<file path="src/hw/rtl/vnsl_pkg.sv">
// Shared types, constants and helpers for the nearest-seed labeler.
`timescale 1ns / 1ps

package vnsl_pkg;

    localparam int DEF_MAX_SEEDS  = 64;
    localparam int DEF_COORD_BITS = 16;

    // configuration port
    localparam int CFG_IDX_W  = 3;
    localparam int CFG_DATA_W = 17;

    localparam logic [CFG_IDX_W-1:0] CFG_GRAIN_COUNT   = 3'd0;
    localparam logic [CFG_IDX_W-1:0] CFG_OUTPUT_MODE   = 3'd1;
    localparam logic [CFG_IDX_W-1:0] CFG_PERIODIC_AXES = 3'd2;
    localparam logic [CFG_IDX_W-1:0] CFG_DOMAIN_X      = 3'd3;
    localparam logic [CFG_IDX_W-1:0] CFG_DOMAIN_Y      = 3'd4;
    localparam logic [CFG_IDX_W-1:0] CFG_DOMAIN_Z      = 3'd5;

    localparam logic [16:0] DOMAIN_RESET = 17'h10000;

    // request commands
    localparam logic CMD_LOAD     = 1'b0;
    localparam logic CMD_CLASSIFY = 1'b1;

    // read latency from issue to the compare stage: memory plus distance pipeline
    localparam int DRAIN_CYCLES = 5;

    typedef struct packed {
        logic               command;
        logic [5:0]         seed_index;
        logic [15:0]        seed_x;
        logic [15:0]        seed_y;
        logic [15:0]        seed_z;
        logic signed [31:0] seed_value;
        logic [14:0]        cell_i;
        logic [14:0]        cell_j;
        logic [14:0]        cell_k;
    } req_t;

    typedef struct packed {
        logic               found;
        logic [5:0]         grain_index;
        logic signed [31:0] cell_value;
        logic [5:0]         channel;
        logic [33:0]        distance_sq;
    } rsp_t;

    // width of one axis offset magnitude for a given stored coordinate width
    function automatic int coord_mag_w(input int coord_bits);
        int mw;
        mw = (coord_bits > 17) ? coord_bits : 17;
        return mw + 1;
    endfunction

    // width of the sum of three squared offsets
    function automatic int dist_w(input int coord_bits);
        int ow;
        ow = coord_mag_w(coord_bits);
        return 2 * ow + 2;
    endfunction

endpackage

</file>
<file path="src/hw/rtl/vnsl_axis_off.sv">
// One axis of the distance pipeline: signed offsets, then minimum-image magnitude.
`timescale 1ns / 1ps

module vnsl_axis_off #(
    parameter int COORD_BITS = vnsl_pkg::DEF_COORD_BITS
) (
    input  logic                                            clk,
    input  logic [15:0]                                     centre,
    input  logic [COORD_BITS-1:0]                           seed,
    input  logic                                            wrap,
    input  logic [16:0]                                     len,
    output logic [vnsl_pkg::coord_mag_w(COORD_BITS)-1:0]    offset
);

    localparam int OW = vnsl_pkg::coord_mag_w(COORD_BITS);
    localparam int SW = OW + 1;

    logic signed [SW-1:0] d_next;
    logic signed [SW-1:0] dp_next;
    logic signed [SW-1:0] dm_next;
    logic signed [SW-1:0] d_reg;
    logic signed [SW-1:0] dp_reg;
    logic signed [SW-1:0] dm_reg;
    logic [OW-1:0]        mag_d;
    logic [OW-1:0]        mag_p;
    logic [OW-1:0]        mag_m;
    logic [OW-1:0]        off_next;
    logic [OW-1:0]        off_reg;

    function automatic logic [OW-1:0] mag(input logic signed [SW-1:0] v);
        logic signed [SW-1:0] a;
        a = v[SW-1] ? -v : v;
        return a[OW-1:0];
    endfunction

    // stage 1: centre minus seed, and that offset shifted by one domain length
    always_comb
    begin
        d_next  = $signed(SW'(centre)) - $signed(SW'(seed));
        dp_next = d_next + $signed(SW'(len));
        dm_next = d_next - $signed(SW'(len));
    end

    always_ff @(posedge clk)
    begin
        d_reg  <= d_next;
        dp_reg <= dp_next;
        dm_reg <= dm_next;
    end

    // stage 2: smallest magnitude, plain offset first so it wins ties
    always_comb
    begin
        mag_d    = mag(d_reg);
        mag_p    = mag(dp_reg);
        mag_m    = mag(dm_reg);
        off_next = mag_d;
        if (wrap)
        begin
            if (mag_p < off_next)
            begin
                off_next = mag_p;
            end
            if (mag_m < off_next)
            begin
                off_next = mag_m;
            end
        end
    end

    always_ff @(posedge clk)
    begin
        off_reg <= off_next;
    end

    assign offset = off_reg;

endmodule

</file>
<file path="src/hw/rtl/vnsl_dist_unit.sv">
// Shared distance pipeline: three axis offsets, squares, and their sum.
`timescale 1ns / 1ps

module vnsl_dist_unit #(
    parameter int COORD_BITS = vnsl_pkg::DEF_COORD_BITS,
    parameter int AW         = 6
) (
    input  logic                                        clk,
    input  logic                                        rst_n,
    input  logic                                        in_valid,
    input  logic [AW-1:0]                               in_idx,
    input  logic signed [31:0]                          in_val,
    input  logic [COORD_BITS-1:0]                       seed_x,
    input  logic [COORD_BITS-1:0]                       seed_y,
    input  logic [COORD_BITS-1:0]                       seed_z,
    input  logic [15:0]                                 cx,
    input  logic [15:0]                                 cy,
    input  logic [15:0]                                 cz,
    input  logic [2:0]                                  wrap,
    input  logic [16:0]                                 len_x,
    input  logic [16:0]                                 len_y,
    input  logic [16:0]                                 len_z,
    output logic                                        out_valid,
    output logic [AW-1:0]                               out_idx,
    output logic signed [31:0]                          out_val,
    output logic [vnsl_pkg::dist_w(COORD_BITS)-1:0]     out_dist
);

    localparam int OW    = vnsl_pkg::coord_mag_w(COORD_BITS);
    localparam int SQW   = vnsl_pkg::dist_w(COORD_BITS);
    localparam int DEPTH = 4;

    logic [OW-1:0]      off_x;
    logic [OW-1:0]      off_y;
    logic [OW-1:0]      off_z;
    logic [2*OW-1:0]    sq_x_reg;
    logic [2*OW-1:0]    sq_y_reg;
    logic [2*OW-1:0]    sq_z_reg;
    logic [SQW-1:0]     sum_reg;

    logic               tag_v_reg   [DEPTH];
    logic [AW-1:0]      tag_idx_reg [DEPTH];
    logic signed [31:0] tag_val_reg [DEPTH];

    vnsl_axis_off #(.COORD_BITS(COORD_BITS)) u_axis_x (
        .clk    (clk),
        .centre (cx),
        .seed   (seed_x),
        .wrap   (wrap[0]),
        .len    (len_x),
        .offset (off_x)
    );

    vnsl_axis_off #(.COORD_BITS(COORD_BITS)) u_axis_y (
        .clk    (clk),
        .centre (cy),
        .seed   (seed_y),
        .wrap   (wrap[1]),
        .len    (len_y),
        .offset (off_y)
    );

    vnsl_axis_off #(.COORD_BITS(COORD_BITS)) u_axis_z (
        .clk    (clk),
        .centre (cz),
        .seed   (seed_z),
        .wrap   (wrap[2]),
        .len    (len_z),
        .offset (off_z)
    );

    // stage 3: squares
    always_ff @(posedge clk)
    begin
        sq_x_reg <= off_x * off_x;
        sq_y_reg <= off_y * off_y;
        sq_z_reg <= off_z * off_z;
    end

    // stage 4: sum
    always_ff @(posedge clk)
    begin
        sum_reg <= SQW'(sq_x_reg) + SQW'(sq_y_reg) + SQW'(sq_z_reg);
    end

    // carry the seed tag alongside the four data stages
    always_ff @(posedge clk or negedge rst_n)
    begin
        if (!rst_n)
        begin
            for (int s = 0; s < DEPTH; s++)
            begin
                tag_v_reg[s] <= 1'b0;
            end
        end
        else
        begin
            tag_v_reg[0] <= in_valid;
            for (int s = 1; s < DEPTH; s++)
            begin
                tag_v_reg[s] <= tag_v_reg[s-1];
            end
        end
    end

    always_ff @(posedge clk)
    begin
        tag_idx_reg[0] <= in_idx;
        tag_val_reg[0] <= in_val;
        for (int s = 1; s < DEPTH; s++)
        begin
            tag_idx_reg[s] <= tag_idx_reg[s-1];
            tag_val_reg[s] <= tag_val_reg[s-1];
        end
    end

    assign out_valid = tag_v_reg[DEPTH-1];
    assign out_idx   = tag_idx_reg[DEPTH-1];
    assign out_val   = tag_val_reg[DEPTH-1];
    assign out_dist  = sum_reg;

endmodule

</file>
<file path="config.mk">
export PLATFORM = sky130hd
export DESIGN_NAME = vnsl_dist_unit
export DESIGN_NICKNAME = d
export VERILOG_FILES = /design/src/hw/rtl/vnsl_pkg.sv /design/src/hw/rtl/vnsl_axis_off.sv /design/src/hw/rtl/vnsl_dist_unit.sv
export SDC_FILE = /design/constraint.sdc
export NUM_CORES = 2
export LEC_CHECK = 0
export BUFFER_PORTS_ARGS = -buffer_cell sky130_fd_sc_hd__buf_2
export CORE_MARGIN = 5
export CORE_UTILIZATION = 57
export DETAILED_ROUTE_END_ITERATION = 12
export PLACE_DENSITY_LB_ADDON = 0.25
export SLEW_MARGIN = 30
export SYNTH_ARGS = -nofsm -noshare
export SYNTH_HDL_FRONTEND = slang
export SYNTH_SLANG_ARGS = --single-unit
</file>
<file path="constraint.sdc">
create_clock -name clk -period 10.75 [get_ports clk]
set_input_delay 1.6125 -clock clk [delete_from_list [all_inputs] [get_ports clk]]
set_output_delay 1.6125 -clock clk [all_outputs]
set_load 0.02 [all_outputs]
</file>
; After elaboration in Yosys (flattened, before gate mapping)
; Memory sizes are Yosys's and may differ from the RTL's.
; Cells that the tools add are included.
[totals]
word_cells = 72
out_inout_bits = 77
mem_count = 2
ram_bits = 152
regBits = 369
inputBits = 191
[classes]
muxes = 21
addsub = 20
multipliers = 3
magnitude_cmp = 6
[mem_list]
columns = memory, depth, word_bits, read_ports, rd_clocked_by_memory_dff, wr, line_no
row1 = tag_val_reg, 4, 32, 4, 0, 4, vnsl_dist_unit.sv:43  ; logic signed [31:0] tag_val_reg [DEPTH];
row2 = tag_idx_reg, 4, 6, 4, 0, 4, vnsl_dist_unit.sv:42  ; logic [AW-1:0] tag_idx_reg [DEPTH];
[op_table]
columns = op, count
row1 = $mux 18, 21
row2 = $lt 18x18->1, 6
row3 = $mul 18x18->36, 3
row4 = $neg 18->18, 6
row5 = $add 17x18->19, 3
row6 = $sub 17x18->19, 3
row7 = $neg 17->18, 3
row8 = $sub 16x16->17, 3
row9 = $add 37x36->38, 1
row10 = $add 36x36->37, 1

; Depth between registers and ports, before layout
[depth]
depth_word = 8
depth_mapped = 31
depth_no_buf = 27

; By module
; A second synthesis with hierarchy kept.
[hier_totals]
cells_unflattened = 5963
area_unflattened_um2 = 54716.2
[modules_own_cells]
columns = mod, cells_per_inst, area_per_inst_um2, instances, seq_area_each_um2
row1 = vnsl_dist_unit, 3740, 36222.2, 1, 6005.8
row2 = vnsl_axis_off (u_axis_y ...), 728, 6104.6, 2, 1441.4
row3 = vnsl_axis_off (u_axis_x), 767, 6284.8, 1, 1441.4

; Worst setup path after synthesis
; Ideal clock, no wire load.
[synth_path]
kind = flip-flop to flip-flop
from = register u_axis_y.off_reg[5], in the netlist u_axis_y.offset[5]
to = register sq_y_reg[34]
synth_period_minus_slack_ns = 6.501
path_stages_with_launch = 25
path_slack_ns = 4.249
path_buffers = 1
required_ns = 10.678
arrival_ns = 6.429
setup_ns = 0.072
path_cell_list = dfxtp_1 clkbuf_1 nand2_1 fa_1 inv_1 fa_1 inv_1 fa_1 fa_1 inv_1 fa_1 inv_1 fa_1 inv_1 ha_1 a21o_1 a21o_1 a221o_1 o31ai_1 o21ai_0 a21oi_1 nand2_1 a21o_1 a311oi_1 xnor2_1
[synth_via]
elab_chain_len = 1
[synth_rtl]
columns = item, line_no
row1 = start: declaration, vnsl_axis_off.sv:28  ; logic [OW-1:0] off_reg;
row2 = start signal: assignment, vnsl_axis_off.sv:73  ; off_reg <= off_next;
row3 = $mul 18x18->36, vnsl_dist_unit.sv:76  ; sq_y_reg <= off_y * off_y;
row4 = end signal: assignment, vnsl_dist_unit.sv:76
row5 = end: declaration, vnsl_dist_unit.sv:37  ; logic [2*OW-1:0] sq_y_reg;
; Every way passes these cells.

; Worst setup path in the final report
[layout_path]
from = register u_axis_x.dp_reg[4]
to = register u_axis_x.off_reg[2], in the netlist u_axis_x.offset[2]
[layout_via]
elab_chain_len = 8
[layout_rtl]
columns = item, line_no
row1 = start: declaration, vnsl_axis_off.sv:22  ; logic signed [SW-1:0] dp_reg;
row2 = start signal: assignment, vnsl_axis_off.sv:47  ; dp_reg <= dp_next;
row3 = $neg 18->18, vnsl_axis_off.sv:32  ; a = v[SW-1] ? -v : v;
row4 = $mux 18 *, vnsl_axis_off.sv:32
row5 = $lt 18x18->1, vnsl_axis_off.sv:60  ; if (mag_p < off_next)
row6 = $mux 18 *, vnsl_axis_off.sv:60
row7 = $mux 18 *, vnsl_axis_off.sv:58  ; if (wrap)
row8 = $lt 18x18->1, vnsl_axis_off.sv:64  ; if (mag_m < off_next)
row9 = $mux 18 *, vnsl_axis_off.sv:64
row10 = $mux 18 *, vnsl_axis_off.sv:58
row11 = named net u_axis_x.off_next[2], vnsl_axis_off.sv:27  ; logic [OW-1:0] off_next;
row12 = end signal: assignment, vnsl_axis_off.sv:73
row13 = end: declaration, vnsl_axis_off.sv:28
; The timed path passes the listed nets; every way through them passes the cells marked *. The select of a mux whose other input is x is not followed.

==> impl_metrics.env <==
export IMPL_fin_nets=7436
export IMPL_reg2reg_to="u_axis_x.offset[2]$_DFF_P_"
export IMPL_rows=112
export IMPL_hold_path_class="flip-flop to flip-flop"
export IMPL_post_cts_buffers=0
export IMPL_io_pins=268
export IMPL_synth_seq_cells=515
export IMPL_cts_root_buf="clkbuf_16"
export IMPL_yosysSeqAreaShare=0.195
export IMPL_synthTopCellsByArea="fa_1 26%, dfxtp_1 19%, ha_1 15%, inv_1 8.5%, xnor2_1 4.1%"
export IMPL_holdCritStartpoint="tag_val_reg[1][12]$_DFF_P_"
export IMPL_skew_ns=0.0441
export IMPL_cts_sinks=515
export IMPL_final_min_clock_period_ns=7.73
export IMPL_grt_pass1_vias=39968
export IMPL_synth_largest_area_cell="fa_1"
export IMPL_wl_per_cell_um=16.1
export IMPL_design_core_area_mm2=0.0929
export IMPL_drt_vias_per_instance=5.26
export IMPL_tightest_slew_ns=1.01
export IMPL_tritoncts="yes"
export IMPL_mostFrequentLayoutCells="1197 x inv_1, 696 x fa_1, 637 x ha_1"
export IMPL_num_vias=37981
export IMPL_grt_usage=0.239
export IMPL_drive_above_1_share=0.0794
export IMPL_ys_flop_type="dfxtp_1"
export IMPL_clock_path_buffers=3
export IMPL_maxSlewHeadroom=0.329
export IMPL_synth_top_area_frac=0.262
export IMPL_grt_pass1_wl_um=196000
export IMPL_rrSetupSlack_ns=3.02
export IMPL_ys_types=80
export IMPL_ctsHtreeMaxLevel=2
export IMPL_grt_start_max_net_pins=35
export IMPL_dr_pass1_iters=6
export IMPL_max_stage_delay_ns=0.65
export IMPL_antenna_found_initial=3
export IMPL_numCtsBuffers=55
export IMPL_finalSetupViolations=0
export IMPL_wl_um=116000
export IMPL_place_congestion=0.894
export IMPL_die_h_um=315
export IMPL_finalHoldViolCount=0
export IMPL_status="finished clean"
export IMPL_syn_inst=5713
export IMPL_grt_overflow=0
export IMPL_first_iter_violations=1988
export IMPL_cts_resized=0
export IMPL_yosysWarnings=0
export IMPL_synthArstFlopShare=0.00777
export IMPL_hold_path_endpoint="tag_val_reg[2][12]$_DFF_P_"
export IMPL_syn_area_mm2=0.0531
export IMPL_critPathRequiredTime_ns=11.21
export IMPL_clk_pin_slew_ns=0.07
export IMPL_start_util=0.572
export IMPL_period_share=0.719
export IMPL_hold_buffers=0
export IMPL_critPathMaxFanout=25
export IMPL_synth_edf_count=0
export IMPL_critPathLaunchType="flip-flop"
export IMPL_crit_slowest_cell="a21oi_4"
export IMPL_io_buffers=267
export IMPL_clock_latency_ns=0.67
export IMPL_largest_register_ffs=128
export IMPL_syn_area_per_cell_um2=9.29
export IMPL_place_hpwl_um=95100
export IMPL_die_area_mm2=0.0994
export IMPL_drc=0
export IMPL_crit_top_cell="a21o_1"
export IMPL_timing_critical_path_arrival_ns=8.19
export IMPL_rr_startpoint="u_axis_x.dp_reg[4]$_DFF_P_"
export IMPL_worst_setup_path_type="flip-flop to flip-flop"
export IMPL_ant_nets=0
export IMPL_worstHoldPathCells=0
export IMPL_syn2layout_area_growth_pct=8.48
export IMPL_max_freq_mhz=129
export IMPL_maxCapViolations=0
export IMPL_dieWidth_um=315
export IMPL_setup_tns_ns=0
export IMPL_grt_setup_unrepaired="no"
export IMPL_maxSlewViolCount=0
export IMPL_cp_end_kind="flip-flop"
export IMPL_layout_commonest_cell="inv_1"
export IMPL_worstRegToRegCells=25
[stage by stage]
stage	std cells	utilization	worst slack, ns	area, um^2	hold WS, ns
6_report	7214	0.620	3.02	57600	0.313
5_1_grt	7214	0.620	2.51	57600	0.323
4_1_cts	7213	0.620	3.11	57600	0.314
3_5_place_dp	7109	0.598	3.15	55500	0.312
3_3_place_gp	7109	0.598	3.18	55500	0.310
2_1_floorplan	5717	-	4.25	53100	0.310
[synth_stat cells, types with 15 or more instances]
cell / n
inv_1: 1197
xnor2_1: 250
ha_1: 637
o21bai_1: 41
or2_2: 24
and2_1: 185
or4_1: 21
nor2_1: 223
nand4_1: 24
nor2b_1: 63
xor2_1: 162
nand2b_1: 35
nand3_1: 55
nand2_1: 451
a222oi_1: 15
clkbuf_1: 119
and3_1: 28
a211oi_1: 25
dfxtp_1: 511
o21ai_0: 151
o41ai_1: 22
nor3_1: 54
a21o_1: 106
a21oi_1: 231
mux2i_1: 17
o21a_1: 26
mux2_2: 39
fa_1: 696
o31ai_1: 49
or3_1: 33
a21boi_0: 17
[layer usage]
metal  track usage  wire length (um)  vias to the layer above
li1              -                 -                    18573
met1         0.318             50400                    18305
met2         0.409             55600                      912
met3        0.0352              6190                      189
met4        0.0688              3650                        2
met5             0                13                        -
[worst max path at each step]
| stage | start | to | slack [ns] | depth (start not counted) |
|---|---|---|---|---|
| after floorplan | u_axis_y.offset[5]$_DFF_P_ | sq_y_reg[34]$_DFF_P_ | 4.25 | 24 |
| after global placement | u_axis_x.dp_reg[4]$_DFF_P_ | u_axis_x.offset[4]$_DFF_P_ | 3.18 | 25 |
| after detailed placement | u_axis_x.dp_reg[4]$_DFF_P_ | u_axis_x.offset[2]$_DFF_P_ | 3.15 | 25 |
| after CTS | u_axis_x.dp_reg[4]$_DFF_P_ | u_axis_x.offset[3]$_DFF_P_ | 3.11 | 25 |
| after global routing | u_axis_x.dp_reg[4]$_DFF_P_ | u_axis_x.offset[3]$_DFF_P_ | 2.51 | 25 |
| final | u_axis_x.dp_reg[4]$_DFF_P_ | u_axis_x.offset[2]$_DFF_P_ | 3.02 | 25 |
[critical path: cells and delay by family (launching register included)]
family / cells / cell delay [ns]
flip-flops: 1 / 0.34
adder cells (fa/ha/maj): 2 / 0.61
multiplexers: 1 / 0.41
AO/OA/AOI/OAI: 14 / 3.29
buffers and inverters: 1 / 0.09
AND/OR/NAND/NOR: 6 / 2.48
XOR/XNOR: 1 / 0.30
[cell type report]
cell class | count | area, um^2
Clock buffer | 64 | 1480
Fill cell | 7897 | 35300
Multi-Input combinational cell | 3871 | 37800
Antenna cell | 1 | 2.50
Tap cell | 1254 | 1570
Clock inverter | 40 | 592
Timing Repair Buffer | 272 | 1370
Sequential cell | 515 | 10300
Inverter | 1197 | 4490
[cells by family (layout without fill, tap and decap cells)]
family,after synthesis,in the layout,synth area share
compound gates,833,833,0.106
xor+xnor,413,413,0.0683
fa+ha+maj,1333,1333,0.413
buf+inv,1331,1573,0.0948
flops,515,515,0.195
mux,56,56,0.0115
other cells,2,7,0.000141
simple gates,1230,1230,0.112
Power is not shown: default switching activity piles up to over one toggle a cycle in this logic, so the estimate is an artifact.
